<file path="src/design/assert_macros.svh">
// Assertion helpers shared by the design files.
`ifndef ASSERT_MACROS_SVH
`define ASSERT_MACROS_SVH

// Same-cycle implication, clocked on clk, off while rst_n is low.
`define ASSERT_IMP(label, clk, rst_n, ante, cons) \
    label: assert property (@(posedge clk) disable iff (!rst_n) (ante) |-> (cons)) \
        else $error("assertion failed: label");

// Next-cycle implication, clocked on clk, off while rst_n is low.
`define ASSERT_NXT(label, clk, rst_n, ante, cons) \
    label: assert property (@(posedge clk) disable iff (!rst_n) (ante) |=> (cons)) \
        else $error("assertion failed: label");

`endif

</file>
<file path="src/design/dpd_pkg.sv">
package dpd_pkg;

    // Field and datapath widths
    localparam int DIST_W    = 16;
    localparam int GAIN_W    = 16;
    localparam int PER_W     = 10;
    localparam int ERR_W     = DIST_W + 1;
    localparam int MUL_A_W   = 34;
    localparam int MUL_B_W   = ERR_W;
    localparam int P_W       = MUL_A_W;
    localparam int PROD_W    = 45;
    localparam int INT_W     = 40;
    localparam int SUM_W     = 45;
    localparam int DIVN_W    = 42;
    localparam int DIVD_W    = 10;
    localparam int DIV_BITS  = 2;
    localparam int DIV_STEPS = DIVN_W / DIV_BITS;
    localparam int DIV_CNT_W = $clog2(DIV_STEPS + 1);
    localparam int CLAMP_W   = 24;
    localparam int FRAC_DROP = 6;
    localparam int CV_W      = 17;
    localparam int SPEED_W   = 8;
    localparam int DIR_W     = 2;

    // Arithmetic constants
    localparam int DIV_CONST   = 1000;
    localparam int BASE_SPEED  = 100;
    localparam int EXTRA_MAX   = 155;
    localparam logic signed [SUM_W-1:0] OUT_LIMIT   = SUM_W'(255 * 16384);
    localparam logic signed [SUM_W-1:0] OUT_LIMIT_N = SUM_W'(-255 * 16384);

    // Drive direction codes
    localparam logic [DIR_W-1:0] DIR_STOP = 2'd0;
    localparam logic [DIR_W-1:0] DIR_FWD  = 2'd1;
    localparam logic [DIR_W-1:0] DIR_BACK = 2'd2;

    // Register map
    localparam int APB_ADDR_W = 5;
    localparam int APB_DATA_W = 32;
    localparam int REG_IDX_W  = 3;
    localparam logic [REG_IDX_W-1:0] REG_TARGET = 3'd0;
    localparam logic [REG_IDX_W-1:0] REG_GAIN_P = 3'd1;
    localparam logic [REG_IDX_W-1:0] REG_GAIN_I = 3'd2;
    localparam logic [REG_IDX_W-1:0] REG_GAIN_D = 3'd3;
    localparam logic [REG_IDX_W-1:0] REG_PERIOD = 3'd4;
    localparam logic [REG_IDX_W-1:0] REG_ENABLE = 3'd5;

    localparam logic [DIST_W-1:0] RST_TARGET = 16'd3200;
    localparam logic [GAIN_W-1:0] RST_GAIN_P = 16'd128;
    localparam logic [GAIN_W-1:0] RST_GAIN_I = 16'd26;
    localparam logic [GAIN_W-1:0] RST_GAIN_D = 16'd256;
    localparam logic [PER_W-1:0]  RST_PERIOD = 10'd100;

    typedef struct packed {
        logic [DIST_W-1:0] target_distance;
        logic [GAIN_W-1:0] gain_p;
        logic [GAIN_W-1:0] gain_i;
        logic [GAIN_W-1:0] gain_d;
        logic [PER_W-1:0]  period_ms;
        logic              run_enable;
    } cfg_t;

    // Datapath operations
    localparam int OP_W = 4;
    localparam logic [OP_W-1:0] OP_NOP     = 4'd0;
    localparam logic [OP_W-1:0] OP_LOAD    = 4'd1;
    localparam logic [OP_W-1:0] OP_MUL_IE  = 4'd2;
    localparam logic [OP_W-1:0] OP_MUL_XP  = 4'd3;
    localparam logic [OP_W-1:0] OP_DIV_I   = 4'd4;
    localparam logic [OP_W-1:0] OP_INT_ACC = 4'd5;
    localparam logic [OP_W-1:0] OP_MUL_P   = 4'd6;
    localparam logic [OP_W-1:0] OP_SUM_PI  = 4'd7;
    localparam logic [OP_W-1:0] OP_MUL_DD  = 4'd8;
    localparam logic [OP_W-1:0] OP_MUL_XK  = 4'd9;
    localparam logic [OP_W-1:0] OP_DIV_D   = 4'd10;
    localparam logic [OP_W-1:0] OP_SUM_D   = 4'd11;
    localparam logic [OP_W-1:0] OP_CLAMP   = 4'd12;
    localparam logic [OP_W-1:0] OP_OUT     = 4'd13;
    localparam logic [OP_W-1:0] OP_OFF     = 4'd14;

    // Jump conditions: jump to target when the condition holds
    localparam int JC_W = 3;
    localparam logic [JC_W-1:0] JC_NEXT     = 3'd0;
    localparam logic [JC_W-1:0] JC_ALWAYS   = 3'd1;
    localparam logic [JC_W-1:0] JC_NO_IN    = 3'd2;
    localparam logic [JC_W-1:0] JC_OFF      = 3'd3;
    localparam logic [JC_W-1:0] JC_DIV_BUSY = 3'd4;
    localparam logic [JC_W-1:0] JC_OUT_FULL = 3'd5;

    // Program labels
    localparam int STEP_W = 5;
    localparam logic [STEP_W-1:0] ST_LOAD  = 5'd0;
    localparam logic [STEP_W-1:0] ST_IWAIT = 5'd5;
    localparam logic [STEP_W-1:0] ST_DWAIT = 5'd12;
    localparam logic [STEP_W-1:0] ST_OUT   = 5'd15;
    localparam logic [STEP_W-1:0] ST_OFF   = 5'd17;

    typedef struct packed {
        logic [OP_W-1:0]   op;
        logic [JC_W-1:0]   jc;
        logic [STEP_W-1:0] tgt;
    } ctrl_t;

    typedef struct packed {
        logic in_valid;
        logic enabled;
        logic div_busy;
        logic out_free;
    } status_t;

    // Microprogram ROM
    function automatic ctrl_t ucode_rom(input logic [STEP_W-1:0] step);
        ctrl_t w;
        w = '{op: OP_NOP, jc: JC_ALWAYS, tgt: ST_LOAD};
        case (step)
            5'd0:  w = '{op: OP_LOAD,    jc: JC_NO_IN,    tgt: ST_LOAD};
            5'd1:  w = '{op: OP_NOP,     jc: JC_OFF,      tgt: ST_OFF};
            5'd2:  w = '{op: OP_MUL_IE,  jc: JC_NEXT,     tgt: ST_LOAD};
            5'd3:  w = '{op: OP_MUL_XP,  jc: JC_NEXT,     tgt: ST_LOAD};
            5'd4:  w = '{op: OP_DIV_I,   jc: JC_NEXT,     tgt: ST_LOAD};
            5'd5:  w = '{op: OP_NOP,     jc: JC_DIV_BUSY, tgt: ST_IWAIT};
            5'd6:  w = '{op: OP_INT_ACC, jc: JC_NEXT,     tgt: ST_LOAD};
            5'd7:  w = '{op: OP_MUL_P,   jc: JC_NEXT,     tgt: ST_LOAD};
            5'd8:  w = '{op: OP_SUM_PI,  jc: JC_NEXT,     tgt: ST_LOAD};
            5'd9:  w = '{op: OP_MUL_DD,  jc: JC_NEXT,     tgt: ST_LOAD};
            5'd10: w = '{op: OP_MUL_XK,  jc: JC_NEXT,     tgt: ST_LOAD};
            5'd11: w = '{op: OP_DIV_D,   jc: JC_NEXT,     tgt: ST_LOAD};
            5'd12: w = '{op: OP_NOP,     jc: JC_DIV_BUSY, tgt: ST_DWAIT};
            5'd13: w = '{op: OP_SUM_D,   jc: JC_NEXT,     tgt: ST_LOAD};
            5'd14: w = '{op: OP_CLAMP,   jc: JC_NEXT,     tgt: ST_LOAD};
            5'd15: w = '{op: OP_OUT,     jc: JC_OUT_FULL, tgt: ST_OUT};
            5'd16: w = '{op: OP_NOP,     jc: JC_ALWAYS,   tgt: ST_LOAD};
            5'd17: w = '{op: OP_OFF,     jc: JC_OUT_FULL, tgt: ST_OFF};
            5'd18: w = '{op: OP_NOP,     jc: JC_ALWAYS,   tgt: ST_LOAD};
            default: w = '{op: OP_NOP,   jc: JC_ALWAYS,   tgt: ST_LOAD};
        endcase
        return w;
    endfunction

endpackage

</file>
<file path="src/design/dpd_sample_if.sv">
// Measurement item channel
interface dpd_sample_if;
    logic                        valid;
    logic                        ready;
    logic [dpd_pkg::DIST_W-1:0]  distance_cm;

    modport source (output valid, output distance_cm, input ready);
    modport sink   (input valid, input distance_cm, output ready);
endinterface

</file>
<file path="src/design/dpd_result_if.sv">
// Drive command item channel
interface dpd_result_if;
    logic                              valid;
    logic                              ready;
    logic [dpd_pkg::SPEED_W-1:0]       drive_speed;
    logic [dpd_pkg::DIR_W-1:0]         drive_direction;
    logic signed [dpd_pkg::CV_W-1:0]   control_value;

    modport source (output valid, output drive_speed, output drive_direction,
                    output control_value, input ready);
    modport sink   (input valid, input drive_speed, input drive_direction,
                    input control_value, output ready);
endinterface

</file>
<file path="src/design/dpd_cfg.sv">
module dpd_cfg (
    input  logic                            clk,
    input  logic                            rst_n,
    input  logic                            psel,
    input  logic                            penable,
    input  logic                            pwrite,
    input  logic [dpd_pkg::APB_ADDR_W-1:0]  paddr,
    input  logic [dpd_pkg::APB_DATA_W-1:0]  pwdata,
    output logic [dpd_pkg::APB_DATA_W-1:0]  prdata,
    output logic                            pready,
    output dpd_pkg::cfg_t                   cfg
);

    dpd_pkg::cfg_t                   cfg_reg;
    dpd_pkg::cfg_t                   cfg_next;
    logic [dpd_pkg::REG_IDX_W-1:0]   idx;
    logic                            wr_en;

    assign idx    = paddr[dpd_pkg::APB_ADDR_W-1:2];
    assign wr_en  = psel && penable && pwrite;
    assign pready = 1'b1;
    assign cfg    = cfg_reg;

    // Register write decode
    always_comb
    begin
        cfg_next = cfg_reg;
        if (wr_en)
        begin
            case (idx)
                dpd_pkg::REG_TARGET: cfg_next.target_distance = pwdata[dpd_pkg::DIST_W-1:0];
                dpd_pkg::REG_GAIN_P: cfg_next.gain_p = pwdata[dpd_pkg::GAIN_W-1:0];
                dpd_pkg::REG_GAIN_I: cfg_next.gain_i = pwdata[dpd_pkg::GAIN_W-1:0];
                dpd_pkg::REG_GAIN_D: cfg_next.gain_d = pwdata[dpd_pkg::GAIN_W-1:0];
                dpd_pkg::REG_PERIOD: cfg_next.period_ms = pwdata[dpd_pkg::PER_W-1:0];
                dpd_pkg::REG_ENABLE: cfg_next.run_enable = pwdata[0];
                default: cfg_next = cfg_reg;
            endcase
        end
    end

    always_ff @(posedge clk or negedge rst_n)
    begin
        if (!rst_n)
        begin
            cfg_reg.target_distance <= dpd_pkg::RST_TARGET;
            cfg_reg.gain_p          <= dpd_pkg::RST_GAIN_P;
            cfg_reg.gain_i          <= dpd_pkg::RST_GAIN_I;
            cfg_reg.gain_d          <= dpd_pkg::RST_GAIN_D;
            cfg_reg.period_ms       <= dpd_pkg::RST_PERIOD;
            cfg_reg.run_enable      <= 1'b0;
        end
        else
        begin
            cfg_reg <= cfg_next;
        end
    end

    // Read back
    always_comb
    begin
        case (idx)
            dpd_pkg::REG_TARGET: prdata = dpd_pkg::APB_DATA_W'(cfg_reg.target_distance);
            dpd_pkg::REG_GAIN_P: prdata = dpd_pkg::APB_DATA_W'(cfg_reg.gain_p);
            dpd_pkg::REG_GAIN_I: prdata = dpd_pkg::APB_DATA_W'(cfg_reg.gain_i);
            dpd_pkg::REG_GAIN_D: prdata = dpd_pkg::APB_DATA_W'(cfg_reg.gain_d);
            dpd_pkg::REG_PERIOD: prdata = dpd_pkg::APB_DATA_W'(cfg_reg.period_ms);
            dpd_pkg::REG_ENABLE: prdata = dpd_pkg::APB_DATA_W'(cfg_reg.run_enable);
            default:             prdata = '0;
        endcase
    end

endmodule

</file>
<file path="src/design/dpd_seq.sv">
module dpd_seq (
    input  logic              clk,
    input  logic              rst_n,
    input  dpd_pkg::status_t  stat,
    output dpd_pkg::ctrl_t    ctrl
);

    logic [dpd_pkg::STEP_W-1:0] step_reg;
    logic [dpd_pkg::STEP_W-1:0] step_next;
    logic                       take;

    // Control word for the current step
    assign ctrl = dpd_pkg::ucode_rom(step_reg);

    // Branch condition
    always_comb
    begin
        case (ctrl.jc)
            dpd_pkg::JC_NEXT:     take = 1'b0;
            dpd_pkg::JC_ALWAYS:   take = 1'b1;
            dpd_pkg::JC_NO_IN:    take = !stat.in_valid;
            dpd_pkg::JC_OFF:      take = !stat.enabled;
            dpd_pkg::JC_DIV_BUSY: take = stat.div_busy;
            dpd_pkg::JC_OUT_FULL: take = !stat.out_free;
            default:              take = 1'b0;
        endcase
        step_next = take ? ctrl.tgt : step_reg + dpd_pkg::STEP_W'(1);
    end

    always_ff @(posedge clk or negedge rst_n)
    begin
        if (!rst_n)
        begin
            step_reg <= dpd_pkg::ST_LOAD;
        end
        else
        begin
            step_reg <= step_next;
        end
    end

endmodule

</file>
<file path="src/design/dpd_div.sv">
module dpd_div (
    input  logic                          clk,
    input  logic                          rst_n,
    input  logic                          start,
    input  logic [dpd_pkg::DIVN_W-1:0]    num,
    input  logic                          num_neg,
    input  logic [dpd_pkg::DIVD_W-1:0]    den,
    output logic                          busy,
    output logic [dpd_pkg::DIVN_W-1:0]    quo,
    output logic                          quo_neg
);

    // quo_reg holds the numerator bits not yet used, quotient bits shift in
    logic [dpd_pkg::DIVN_W-1:0]     quo_reg;
    logic [dpd_pkg::DIVN_W-1:0]     quo_next;
    logic [dpd_pkg::DIVD_W-1:0]     rem_reg;
    logic [dpd_pkg::DIVD_W-1:0]     rem_next;
    logic [dpd_pkg::DIVD_W-1:0]     den_reg;
    logic                           neg_reg;
    logic [dpd_pkg::DIV_CNT_W-1:0]  cnt_reg;
    logic [dpd_pkg::DIV_CNT_W-1:0]  cnt_next;

    assign busy    = (cnt_reg != '0);
    assign quo     = quo_reg;
    assign quo_neg = neg_reg;

    // Restoring division, DIV_BITS quotient bits per cycle
    always_comb
    begin
        logic [dpd_pkg::DIVD_W:0]    t;
        logic [dpd_pkg::DIVD_W-1:0]  r;
        logic [dpd_pkg::DIVN_W-1:0]  q;
        r = rem_reg;
        q = quo_reg;
        for (int i = 0; i < dpd_pkg::DIV_BITS; i++)
        begin
            t = {r, q[dpd_pkg::DIVN_W-1]};
            q = {q[dpd_pkg::DIVN_W-2:0], 1'b0};
            if (t >= {1'b0, den_reg})
            begin
                t    = t - {1'b0, den_reg};
                q[0] = 1'b1;
            end
            r = t[dpd_pkg::DIVD_W-1:0];
        end
        rem_next = r;
        quo_next = q;
    end

    always_comb
    begin
        cnt_next = cnt_reg;
        if (start)
        begin
            cnt_next = dpd_pkg::DIV_CNT_W'(dpd_pkg::DIV_STEPS);
        end
        else if (busy)
        begin
            cnt_next = cnt_reg - dpd_pkg::DIV_CNT_W'(1);
        end
    end

    always_ff @(posedge clk or negedge rst_n)
    begin
        if (!rst_n)
        begin
            cnt_reg <= '0;
        end
        else
        begin
            cnt_reg <= cnt_next;
        end
    end

    always_ff @(posedge clk)
    begin
        if (start)
        begin
            quo_reg <= num;
            rem_reg <= '0;
            den_reg <= den;
            neg_reg <= num_neg;
        end
        else if (busy)
        begin
            quo_reg <= quo_next;
            rem_reg <= rem_next;
        end
    end

endmodule

</file>
<file path="src/design/dpd_dpath.sv">
module dpd_dpath (
    input  logic                               clk,
    input  logic                               rst_n,
    input  dpd_pkg::cfg_t                      cfg,
    input  logic [dpd_pkg::OP_W-1:0]           op,
    input  logic                               in_valid,
    input  logic [dpd_pkg::DIST_W-1:0]         distance_cm,
    input  logic                               out_ready,
    output logic                               out_valid,
    output logic [dpd_pkg::SPEED_W-1:0]        drive_speed,
    output logic [dpd_pkg::DIR_W-1:0]          drive_direction,
    output logic signed [dpd_pkg::CV_W-1:0]    control_value,
    output logic                               div_busy,
    output logic                               out_free
);

    localparam int MUL_W = dpd_pkg::MUL_A_W + dpd_pkg::MUL_B_W;
    localparam int IW_W  = dpd_pkg::INT_W + 4;
    localparam int MAG_W = dpd_pkg::CV_W - 1;

    // Loop state
    logic signed [dpd_pkg::INT_W-1:0]   int_reg;
    logic signed [dpd_pkg::INT_W-1:0]   int_next;
    logic [dpd_pkg::DIST_W-1:0]         prev_reg;
    logic [dpd_pkg::DIST_W-1:0]         prev_next;

    // Working registers
    logic [dpd_pkg::DIST_W-1:0]         dist_reg;
    logic signed [dpd_pkg::ERR_W-1:0]   err_reg;
    logic signed [dpd_pkg::ERR_W-1:0]   diff_reg;
    logic signed [dpd_pkg::PROD_W-1:0]  prod_reg;
    logic signed [dpd_pkg::P_W-1:0]     p_reg;
    logic signed [dpd_pkg::SUM_W-1:0]   sum_reg;
    logic signed [dpd_pkg::SUM_W-1:0]   sum_next;

    // Output register
    logic                               out_valid_reg;
    logic                               out_valid_next;
    logic [dpd_pkg::SPEED_W-1:0]        speed_reg;
    logic [dpd_pkg::DIR_W-1:0]          dir_reg;
    logic signed [dpd_pkg::CV_W-1:0]    cv_reg;

    logic                               load_in;
    logic                               load_out;
    logic [dpd_pkg::PER_W-1:0]          per_eff;

    logic signed [dpd_pkg::MUL_A_W-1:0] mul_a;
    logic signed [dpd_pkg::MUL_B_W-1:0] mul_b;
    logic signed [MUL_W-1:0]            mul_full;

    logic                               div_start;
    logic [dpd_pkg::PROD_W-1:0]         prod_abs;
    logic [dpd_pkg::DIVD_W-1:0]         div_den;
    logic [dpd_pkg::DIVN_W-1:0]         div_q;
    logic                               div_q_neg;

    logic signed [IW_W-1:0]             int_wide;
    logic [dpd_pkg::CLAMP_W-1:0]        s_abs;
    logic [MAG_W-1:0]                   cv_mag;
    logic signed [dpd_pkg::CV_W-1:0]    cv_val;
    logic [dpd_pkg::SPEED_W-1:0]        extra;
    logic [dpd_pkg::SPEED_W-1:0]        speed_val;
    logic [dpd_pkg::DIR_W-1:0]          dir_val;

    assign out_free  = !out_valid_reg || out_ready;
    assign load_in   = (op == dpd_pkg::OP_LOAD) && in_valid;
    assign load_out  = ((op == dpd_pkg::OP_OUT) || (op == dpd_pkg::OP_OFF)) && out_free;
    assign per_eff   = (cfg.period_ms == '0) ? dpd_pkg::PER_W'(1) : cfg.period_ms;

    assign out_valid       = out_valid_reg;
    assign drive_speed     = speed_reg;
    assign drive_direction = dir_reg;
    assign control_value   = cv_reg;

    // Shared multiplier operand select
    always_comb
    begin
        mul_a = '0;
        mul_b = '0;
        case (op)
            dpd_pkg::OP_MUL_IE:
            begin
                mul_a = {{(dpd_pkg::MUL_A_W-dpd_pkg::GAIN_W){1'b0}}, cfg.gain_i};
                mul_b = err_reg;
            end
            dpd_pkg::OP_MUL_XP:
            begin
                mul_a = prod_reg[dpd_pkg::MUL_A_W-1:0];
                mul_b = {{(dpd_pkg::MUL_B_W-dpd_pkg::PER_W){1'b0}}, per_eff};
            end
            dpd_pkg::OP_MUL_P:
            begin
                mul_a = {{(dpd_pkg::MUL_A_W-dpd_pkg::GAIN_W){1'b0}}, cfg.gain_p};
                mul_b = err_reg;
            end
            dpd_pkg::OP_MUL_DD:
            begin
                mul_a = {{(dpd_pkg::MUL_A_W-dpd_pkg::GAIN_W){1'b0}}, cfg.gain_d};
                mul_b = diff_reg;
            end
            dpd_pkg::OP_MUL_XK:
            begin
                mul_a = prod_reg[dpd_pkg::MUL_A_W-1:0];
                mul_b = dpd_pkg::MUL_B_W'(dpd_pkg::DIV_CONST);
            end
            default:
            begin
                mul_a = '0;
                mul_b = '0;
            end
        endcase
    end

    assign mul_full = mul_a * mul_b;

    // Divider feed: magnitude of the product, sign carried alongside
    assign div_start = (op == dpd_pkg::OP_DIV_I) || (op == dpd_pkg::OP_DIV_D);
    assign prod_abs  = prod_reg[dpd_pkg::PROD_W-1] ? -prod_reg : prod_reg;
    assign div_den   = (op == dpd_pkg::OP_DIV_I) ? dpd_pkg::DIVD_W'(dpd_pkg::DIV_CONST)
                                                 : per_eff;

    dpd_div u_div (
        .clk     (clk),
        .rst_n   (rst_n),
        .start   (div_start),
        .num     (prod_abs[dpd_pkg::DIVN_W-1:0]),
        .num_neg (prod_reg[dpd_pkg::PROD_W-1]),
        .den     (div_den),
        .busy    (div_busy),
        .quo     (div_q),
        .quo_neg (div_q_neg)
    );

    // Integral update with saturation at the register bounds
    always_comb
    begin
        int_wide = div_q_neg ? IW_W'(int_reg) - IW_W'(div_q) : IW_W'(int_reg) + IW_W'(div_q);
        int_next = int_reg;
        if (op == dpd_pkg::OP_INT_ACC)
        begin
            if (int_wide[IW_W-1:dpd_pkg::INT_W-1] == '0
                || int_wide[IW_W-1:dpd_pkg::INT_W-1] == '1)
            begin
                int_next = int_wide[dpd_pkg::INT_W-1:0];
            end
            else if (int_wide[IW_W-1])
            begin
                int_next = {1'b1, {(dpd_pkg::INT_W-1){1'b0}}};
            end
            else
            begin
                int_next = {1'b0, {(dpd_pkg::INT_W-1){1'b1}}};
            end
        end
    end

    // Sum accumulation and clamp
    always_comb
    begin
        case (op)
            dpd_pkg::OP_SUM_PI:
                sum_next = dpd_pkg::SUM_W'(p_reg) + dpd_pkg::SUM_W'(int_reg);
            dpd_pkg::OP_SUM_D:
                sum_next = div_q_neg ? sum_reg + dpd_pkg::SUM_W'(div_q)
                                     : sum_reg - dpd_pkg::SUM_W'(div_q);
            dpd_pkg::OP_CLAMP:
            begin
                if (sum_reg > dpd_pkg::OUT_LIMIT)
                    sum_next = dpd_pkg::OUT_LIMIT;
                else if (sum_reg < dpd_pkg::OUT_LIMIT_N)
                    sum_next = dpd_pkg::OUT_LIMIT_N;
                else
                    sum_next = sum_reg;
            end
            default:
                sum_next = sum_reg;
        endcase
    end

    // Result formatting from the clamped sum
    always_comb
    begin
        s_abs  = sum_reg[dpd_pkg::SUM_W-1] ? -sum_reg[dpd_pkg::CLAMP_W-1:0]
                                           : sum_reg[dpd_pkg::CLAMP_W-1:0];
        cv_mag = s_abs[dpd_pkg::FRAC_DROP +: MAG_W];
        cv_val = sum_reg[dpd_pkg::SUM_W-1] ? -{1'b0, cv_mag} : {1'b0, cv_mag};
        extra  = cv_mag[MAG_W-1 -: dpd_pkg::SPEED_W];
        if (extra > dpd_pkg::SPEED_W'(dpd_pkg::EXTRA_MAX))
            speed_val = dpd_pkg::SPEED_W'(dpd_pkg::BASE_SPEED + dpd_pkg::EXTRA_MAX);
        else
            speed_val = dpd_pkg::SPEED_W'(dpd_pkg::BASE_SPEED) + extra;
        if (err_reg > 0)
            dir_val = dpd_pkg::DIR_FWD;
        else if (err_reg < 0)
            dir_val = dpd_pkg::DIR_BACK;
        else
        begin
            dir_val   = dpd_pkg::DIR_STOP;
            speed_val = '0;
        end
    end

    always_comb
    begin
        prev_next = prev_reg;
        if (load_out && (op == dpd_pkg::OP_OUT))
            prev_next = dist_reg;
        out_valid_next = out_valid_reg;
        if (load_out)
            out_valid_next = 1'b1;
        else if (out_ready)
            out_valid_next = 1'b0;
    end

    // Control and loop state
    always_ff @(posedge clk or negedge rst_n)
    begin
        if (!rst_n)
        begin
            int_reg       <= '0;
            prev_reg      <= '0;
            out_valid_reg <= 1'b0;
        end
        else
        begin
            int_reg       <= int_next;
            prev_reg      <= prev_next;
            out_valid_reg <= out_valid_next;
        end
    end

    // Working and result payload
    always_ff @(posedge clk)
    begin
        if (load_in)
        begin
            dist_reg <= distance_cm;
            err_reg  <= $signed({1'b0, cfg.target_distance}) - $signed({1'b0, distance_cm});
            diff_reg <= $signed({1'b0, distance_cm}) - $signed({1'b0, prev_reg});
        end
        if (op == dpd_pkg::OP_MUL_IE || op == dpd_pkg::OP_MUL_XP
            || op == dpd_pkg::OP_MUL_DD || op == dpd_pkg::OP_MUL_XK)
        begin
            prod_reg <= mul_full[dpd_pkg::PROD_W-1:0];
        end
        if (op == dpd_pkg::OP_MUL_P)
        begin
            p_reg <= mul_full[dpd_pkg::P_W-1:0];
        end
        sum_reg <= sum_next;
        if (load_out)
        begin
            if (op == dpd_pkg::OP_OUT)
            begin
                speed_reg <= speed_val;
                dir_reg   <= dir_val;
                cv_reg    <= cv_val;
            end
            else
            begin
                speed_reg <= '0;
                dir_reg   <= dpd_pkg::DIR_STOP;
                cv_reg    <= '0;
            end
        end
    end

endmodule

</file>
<file path="src/design/distance_pid_drive.sv">
// PID distance keeper with derivative on measurement. Each sample item carries one
// distance (cm, Q10.6); each result item carries the PWM duty, the direction and the
// clamped control value (Q9.8). One item is worked at a time by a microprogram that
// steps a shared 34x17 multiplier and a 2-bit-per-cycle divider: with the loop
// enabled an item runs through both divisions (integral by 1000, derivative by the
// period), which take most of the time from acceptance until the next sample can be
// taken; with the loop disabled an item skips the arithmetic and yields a zero
// result. The next sample is taken while a finished result still waits in the
// output register. Registers (APB, byte address 4*i): target_distance, gain_p,
// gain_i, gain_d, period_ms, run_enable; write them only while no item is in flight.
`include "assert_macros.svh"

module distance_pid_drive (
    input  logic                            clk,
    input  logic                            rst_n,
    input  logic                            psel,
    input  logic                            penable,
    input  logic                            pwrite,
    input  logic [dpd_pkg::APB_ADDR_W-1:0]  paddr,
    input  logic [dpd_pkg::APB_DATA_W-1:0]  pwdata,
    output logic [dpd_pkg::APB_DATA_W-1:0]  prdata,
    output logic                            pready,
    dpd_sample_if.sink                      sample,
    dpd_result_if.source                    result
);

    dpd_pkg::cfg_t     cfg;
    dpd_pkg::ctrl_t    ctrl;
    dpd_pkg::status_t  stat;
    logic              div_busy;
    logic              out_free;

    dpd_cfg u_cfg (
        .clk     (clk),
        .rst_n   (rst_n),
        .psel    (psel),
        .penable (penable),
        .pwrite  (pwrite),
        .paddr   (paddr),
        .pwdata  (pwdata),
        .prdata  (prdata),
        .pready  (pready),
        .cfg     (cfg)
    );

    // Sequencer status inputs
    assign stat = '{in_valid: sample.valid, enabled: cfg.run_enable,
                    div_busy: div_busy, out_free: out_free};

    dpd_seq u_seq (
        .clk   (clk),
        .rst_n (rst_n),
        .stat  (stat),
        .ctrl  (ctrl)
    );

    assign sample.ready = (ctrl.op == dpd_pkg::OP_LOAD);

    dpd_dpath u_dpath (
        .clk             (clk),
        .rst_n           (rst_n),
        .cfg             (cfg),
        .op              (ctrl.op),
        .in_valid        (sample.valid),
        .distance_cm     (sample.distance_cm),
        .out_ready       (result.ready),
        .out_valid       (result.valid),
        .drive_speed     (result.drive_speed),
        .drive_direction (result.drive_direction),
        .control_value   (result.control_value),
        .div_busy        (div_busy),
        .out_free        (out_free)
    );

    // Checks
    logic in_fire;
    logic off_zero;

    assign in_fire  = sample.valid && sample.ready;
    assign off_zero = (result.drive_speed == '0) && (result.control_value == '0)
                      && (result.drive_direction == dpd_pkg::DIR_STOP);

    `ASSERT_NXT(a_one_item, clk, rst_n, in_fire, !sample.ready)
    `ASSERT_IMP(a_div_idle_on_load, clk, rst_n, in_fire, !div_busy)
    `ASSERT_IMP(a_off_result_zero, clk, rst_n, $rose(result.valid) && !cfg.run_enable, off_zero)

endmodule

</file>
<file path="src/flat_wrapper.sv">
// flat-port wrapper written by rule: the top's interface ports become plain ports
module distance_pid_drive_flat 
  (clk, rst_n, psel, penable, pwrite, paddr, pwdata, prdata, pready, sample_valid, sample_distance_cm, sample_ready, result_valid, result_drive_speed, result_drive_direction, result_control_value, result_ready);
  dpd_sample_if sample_i ();
  dpd_result_if result_i ();
  input  logic clk;
  input  logic rst_n;
  input  logic psel;
  input  logic penable;
  input  logic pwrite;
  input  logic [dpd_pkg::APB_ADDR_W-1:0] paddr;
  input  logic [dpd_pkg::APB_DATA_W-1:0] pwdata;
  output logic [dpd_pkg::APB_DATA_W-1:0] prdata;
  output logic pready;
  input wire logic [$bits(sample_i.valid)-1:0] sample_valid;
  input wire logic [$bits(sample_i.distance_cm)-1:0] sample_distance_cm;
  output wire logic [$bits(sample_i.ready)-1:0] sample_ready;
  output wire logic [$bits(result_i.valid)-1:0] result_valid;
  output wire logic [$bits(result_i.drive_speed)-1:0] result_drive_speed;
  output wire logic [$bits(result_i.drive_direction)-1:0] result_drive_direction;
  output wire logic [$bits(result_i.control_value)-1:0] result_control_value;
  input wire logic [$bits(result_i.ready)-1:0] result_ready;
  assign sample_i.valid = sample_valid;
  assign sample_i.distance_cm = sample_distance_cm;
  assign sample_ready = sample_i.ready;
  assign result_valid = result_i.valid;
  assign result_drive_speed = result_i.drive_speed;
  assign result_drive_direction = result_i.drive_direction;
  assign result_control_value = result_i.control_value;
  assign result_i.ready = result_ready;
  distance_pid_drive u_core (.clk(clk), .rst_n(rst_n), .psel(psel), .penable(penable), .pwrite(pwrite), .paddr(paddr), .pwdata(pwdata), .prdata(prdata), .pready(pready), .sample(sample_i), .result(result_i));
endmodule
</file>
<file path="config.mk">
export PLATFORM = sky130hd
export DESIGN_NAME = distance_pid_drive_flat
export DESIGN_NICKNAME = d
export VERILOG_FILES = /design/src/design/dpd_pkg.sv /design/src/design/dpd_sample_if.sv /design/src/design/dpd_result_if.sv /design/src/design/dpd_cfg.sv /design/src/design/dpd_seq.sv /design/src/design/dpd_div.sv /design/src/design/dpd_dpath.sv /design/src/design/distance_pid_drive.sv /design/src/flat_wrapper.sv
export VERILOG_INCLUDE_DIRS = /design/src /design/src/design
export SDC_FILE = /design/constraint.sdc
export NUM_CORES = 2
export LEC_CHECK = 0
export BUFFER_PORTS_ARGS = -buffer_cell sky130_fd_sc_hd__buf_2
export CELL_PAD_IN_SITES_DETAIL_PLACEMENT = 1
export CELL_PAD_IN_SITES_GLOBAL_PLACEMENT = 2
export CORE_ASPECT_RATIO = 0.9
export CORE_MARGIN = 1
export CORE_UTILIZATION = 39
export CTS_BUF_LIST = sky130_fd_sc_hd__clkbuf_4
export CTS_CLUSTER_DIAMETER = 100
export DETAILED_ROUTE_END_ITERATION = 10
export PLACE_DENSITY_LB_ADDON = 0.1
export SYNTH_ARGS = -nofsm -noshare
export SYNTH_HDL_FRONTEND = slang
export SYNTH_HIERARCHICAL = 1
export SYNTH_SLANG_ARGS = --single-unit
</file>
<file path="constraint.sdc">
create_clock -name clk -period 10.2 [get_ports clk]
set_input_delay 2.04 -clock clk [delete_from_list [all_inputs] [get_ports clk]]
set_output_delay 2.04 -clock clk [all_outputs]
set_load 0.1 [all_outputs]
</file>
**After elaboration in Yosys (flattened, before gate mapping)**

Memory sizes are Yosys's and may differ from the RTL's.
Cells that the tools add are included.

- Reductions and logical operators: 34
- Equality and inequality tests: 26
- Multiplexer cells: 31
- Div/mod/pow operators: 0
- $lt $le $gt $ge: 7
- Bitwise gates (word level): 1
- $mul: 1
- Add/subtract/negate cells: 15
- Shifts and indexed selects: 0

Operators by type and width:

| cell | number |
|---|---|
| 34-bit case mux with 4 select lines | 1 |
| 45-bit two-way mux | 3 |
| 45-bit case mux with 3 select lines | 1 |
| 42-bit two-way mux | 3 |
| 16-bit case mux with 6 select lines | 1 |
| 40-bit two-way mux | 2 |
| 17-bit case mux with 4 select lines | 1 |
| 45-bit by 42-bit adder with 45-bit output | 1 |
| 45-bit by 23-bit > comparator with 1-bit output (second input constant) | 1 |
| 45-bit by 23-bit < comparator with 1-bit output (second input constant) | 1 |
| 34-bit by 17-bit multiplier with 45-bit output | 1 |
| 45-bit by 42-bit subtractor with 45-bit output | 1 |
| 40-bit by 43-bit adder with 44-bit output | 1 |
| 44-bit two-way mux | 1 |
| 40-bit by 43-bit subtractor with 44-bit output | 1 |
| 42-bit negator | 1 |
| 34-bit by 40-bit adder with 41-bit output | 1 |
| 16-bit by 16-bit subtractor with 17-bit output | 2 |
| 10-bit two-way mux | 3 |
| 4-bit equality test (second input constant) | 7 |
| 8-bit two-way mux | 3 |
| 11-bit by 10-bit greater-or-equal comparator with 1-bit output | 2 |
| 22-bit two-way mux | 1 |
| 22-bit negator | 1 |
| other kinds (33) | 74 |

- Bits in read-only memories: 384
- RAM bits: 0
- Output and inout port bits: 62
- Bits of input ports: 60
- Flip-flop bits (word level): 406
- Word-level logic and storage cells: 142
- Bits in latches: 0
- Memories: 1

Memory list:

| name | words | width | read ports | clocked after Yosys merged registers in | wr ports | RTL line | text |
|---|---|---|---|---|---|---|---|
| (no name shown) | 32 | 12 | 1 | 0 | 0 | dpd_pkg.sv:115 | `case (step)` |

**Depth between registers and ports, before layout**

- Word-level depth: 6
- Mapped depth: 39
- Depth with buffers taken out: 36

**Cells and area by module**

Netlist, hierarchy kept.

Modules (own cells, without submodules):

| module | area an instance (um^2) | instances | cells an instance | seq. area each (um^2) |
|---|---|---|---|---|
| dpd_dpath | 37,701.2 | 1 | 4,252 | 7,402.1 |
| dpd_div | 3,932.5 | 1 | 327 | 1,916.8 |
| dpd_cfg | 3,693.5 | 1 | 261 | 1,890.6 |
| dpd_seq | 594.3 | 1 | 66 | 125.1 |
| distance_pid_drive | 15.0 | 1 | 1 | 0.0 |

**Least setup slack after synthesis**

Ideal clock, no wire load.

- Kind: register -> register
- Start: register u_core/u_seq/step_reg[1] (netlist name)
- End: register u_core/u_dpath/prod_reg[41] (netlist name), data pin
- Clock period less this slack: 9,567 ps
- Data required time: 9,942 ps
- Data arrival time: 9,309 ps
- Setup slack: 633 ps
- Setup time: 258 ps
- Path buffers: 3
- Stages on the path, launching flop included: 33
- Path through: dfrtp_1 -> inv_1 -> ha_1 -> nor2b_1 -> a22oi_1 -> o22ai_1 -> clkbuf_1 -> nand2b_1 -> nor2_1 -> clkbuf_1 -> nand2_1 -> and4_1 -> clkbuf_1 -> nor2_1 -> fa_1 -> fa_1 -> fa_1 -> fa_1 -> fa_1 -> inv_1 -> fa_1 -> inv_1 -> ha_1 -> and4_1 -> a211oi_1 -> and4b_1 -> a21oi_1 -> a221o_1 -> o41a_1 -> a41o_1 -> a21o_1 -> a21oi_1 -> xnor2_1

RTL lines:

| what | RTL line | text |
|---|---|---|
| start: declaration | dpd_seq.sv:8 | `logic [dpd_pkg::STEP_W-1:0] step_reg;` |
| start signal: assignment | dpd_seq.sv:34 | `step_reg <= dpd_pkg::ST_LOAD;` |
| start signal: assignment | dpd_seq.sv:38 | `step_reg <= step_next;` |
| end signal: assignment | dpd_dpath.sv:244 | `prod_reg <= mul_full[dpd_pkg::PROD_W-1:0];` |
| end: declaration | dpd_dpath.sv:31 | `logic signed [dpd_pkg::PROD_W-1:0] prod_reg;` |

==> impl_metrics.toml <==
[setup_path]
cp_data_arrival_time_ps = 10500
startpoint_type = "flop"
critPathRequiredTime_ps = 10950
crit_type = "flop to flop"
crit_path_end_kind = "flop"
crit_path_frequent_cell = "fa_1"
slowest_stage = "fa_1"
crit_fanout = 36
slowest_delay_ps = 670

[routing]
vias = 35174
vias_per_cell = 5.164
dr.pass1.iters = 5
drcViolationCount = 0
ant_nets = 0
drt-initial-drc-count = 1588
routed_wl_um = 138300
wl_per_cell_um = 20.31

[sta]
fin_skew_ps = 142.4
fin_crit_sh = 0.9562
final_hold_viol_count = 0
period_needed_ps = 9753
rsz0062_at_grt = "no"
worstMarginPinSlew_ps = 1130
setup_tns_ps = 0
fin_ws_ps = 446.9
setup_viol = 0
slew-limit-headroom = 0.2269
slew_violations = 0
max_freq_ghz = 0.1025

[placement]
post-place-ws_ps = 258.7
hpwl_um = 114300
io_buffers = 86
dpl-instance-area_um2 = 48840
gp_congestion = 0.8637

[cts]
clock-sinks = 404
clock-root-buffer = "clkbuf_4"
clock_latency_ps = 1060
clock_path_buffers = 3
clk_pin_slew_ps = 80
tritoncts = "yes"
htree_levels = 3
cts_buffers = 117

[global_route]
grt_usage = 0.2373
grt_pass1_wl_um = 217700
antenna_found_initial = 2
grt-ovfl-total = 0
grt_max_degree = 90
grt_pass1_vias = 37713

[final_layout]
syn_to_final_growth_pct = 9.689
fin_util = 0.4311
layout.nets = 6007
final_common_cell = "inv_1"
stdcell_area_um2 = 50380
layout_common_cells = "819 x inv_1, 505 x fa_1, 460 x nor2_1"
largest_reg_flops = 75
drive_gt1_frac = 0.1164

[floorplan]
ioPinCount = 122
core_um2 = 116900
die_h_um = 327.6
die_area_um2 = 119200
die-width_um = 363.8
start_util = 0.3930
rows = 119

[status]
status = "finished, final reports clean"

[flow_run]
maxCapViolCount = 0

[logic_synthesis]
syn_area_per_cell_um2 = 9.363
syn_inst = 4906
yosys_warnings = 6
netlist_area_um2 = 45930

[min_path]
hold_path.class = "flop to flop"
[what timing repair did]
item	in CTS	in global routing
buffers inserted	0	2
resized for setup	0	2
endpoints found under the setup margin	0	2
hold buffers	0	0
[per-layer routing]
metal	vias up	routed length, um	track usage
met5	-	0	0
met4	0	2904	0.05696
met3	151	6237	0.04189
met2	537	61050	0.3694
met1	17726	68140	0.3416
li1	16760	-	-
[worst paths after layout]
| kind | from | to | slack [ps] | depth (start not counted) |
|---|---|---|---|---|
| worst max register to register | u_core/u_seq/step_reg[1] | u_core/u_dpath/prod_reg[41] | 450 | 33 |
| max in group asynchronous | rst_n | u_core/u_seq/step_reg[0] | 7640 | 2 |
| worst min-delay path | u_core/u_dpath/dist_reg[7] | u_core/u_dpath/prev_reg[7] | 460 | 2 |
| worst max-delay path | u_core/u_seq/step_reg[1] | u_core/u_dpath/prod_reg[41] | 450 | 33 |
| worst min register to register | u_core/u_dpath/dist_reg[7] | u_core/u_dpath/prev_reg[7] | 460 | 2 |
| min in group asynchronous | rst_n | u_core/u_dpath/prev_reg[10] | 1130 | 1 |
[worst max-delay path: cells and delay by family (launching register included)]
family | cells | cell delay (ps)
and+or+nand+nor | 6 | 1230
adders and majority gates | 8 | 3810
buffers and inverters | 8 | 1150
DFF | 1 | 390
AOI/OAI and AO/OA | 10 | 2740
xor gates and xnor gates | 1 | 100
[metrics by stage]
| step | instances | hold WS, ps |
|---|---|---|
| after floorplan | 5012 | 426.0 |
| after global placement | 6589 | 431.5 |
| after detailed placement | 6589 | 449.1 |
| after CTS | 6803 | 458.9 |
| after global routing | 6810 | 486.7 |
| final | 6811 | 457.6 |
[layout make-up]
class | instances | area, um2
fillers | 13533 | 66500
multi-input cells | 3598 | 31190
flip-flops and latches | 404 | 11330
inverters | 825 | 3098
well taps | 1573 | 1968
clock buffers | 172 | 1291
repair buffers | 191 | 1275
clock inverters | 42 | 207.7
diodes | 6 | 15.01
Power is not shown: default switching activity piles up to over one toggle a cycle in this logic, so the estimate is an artifact.
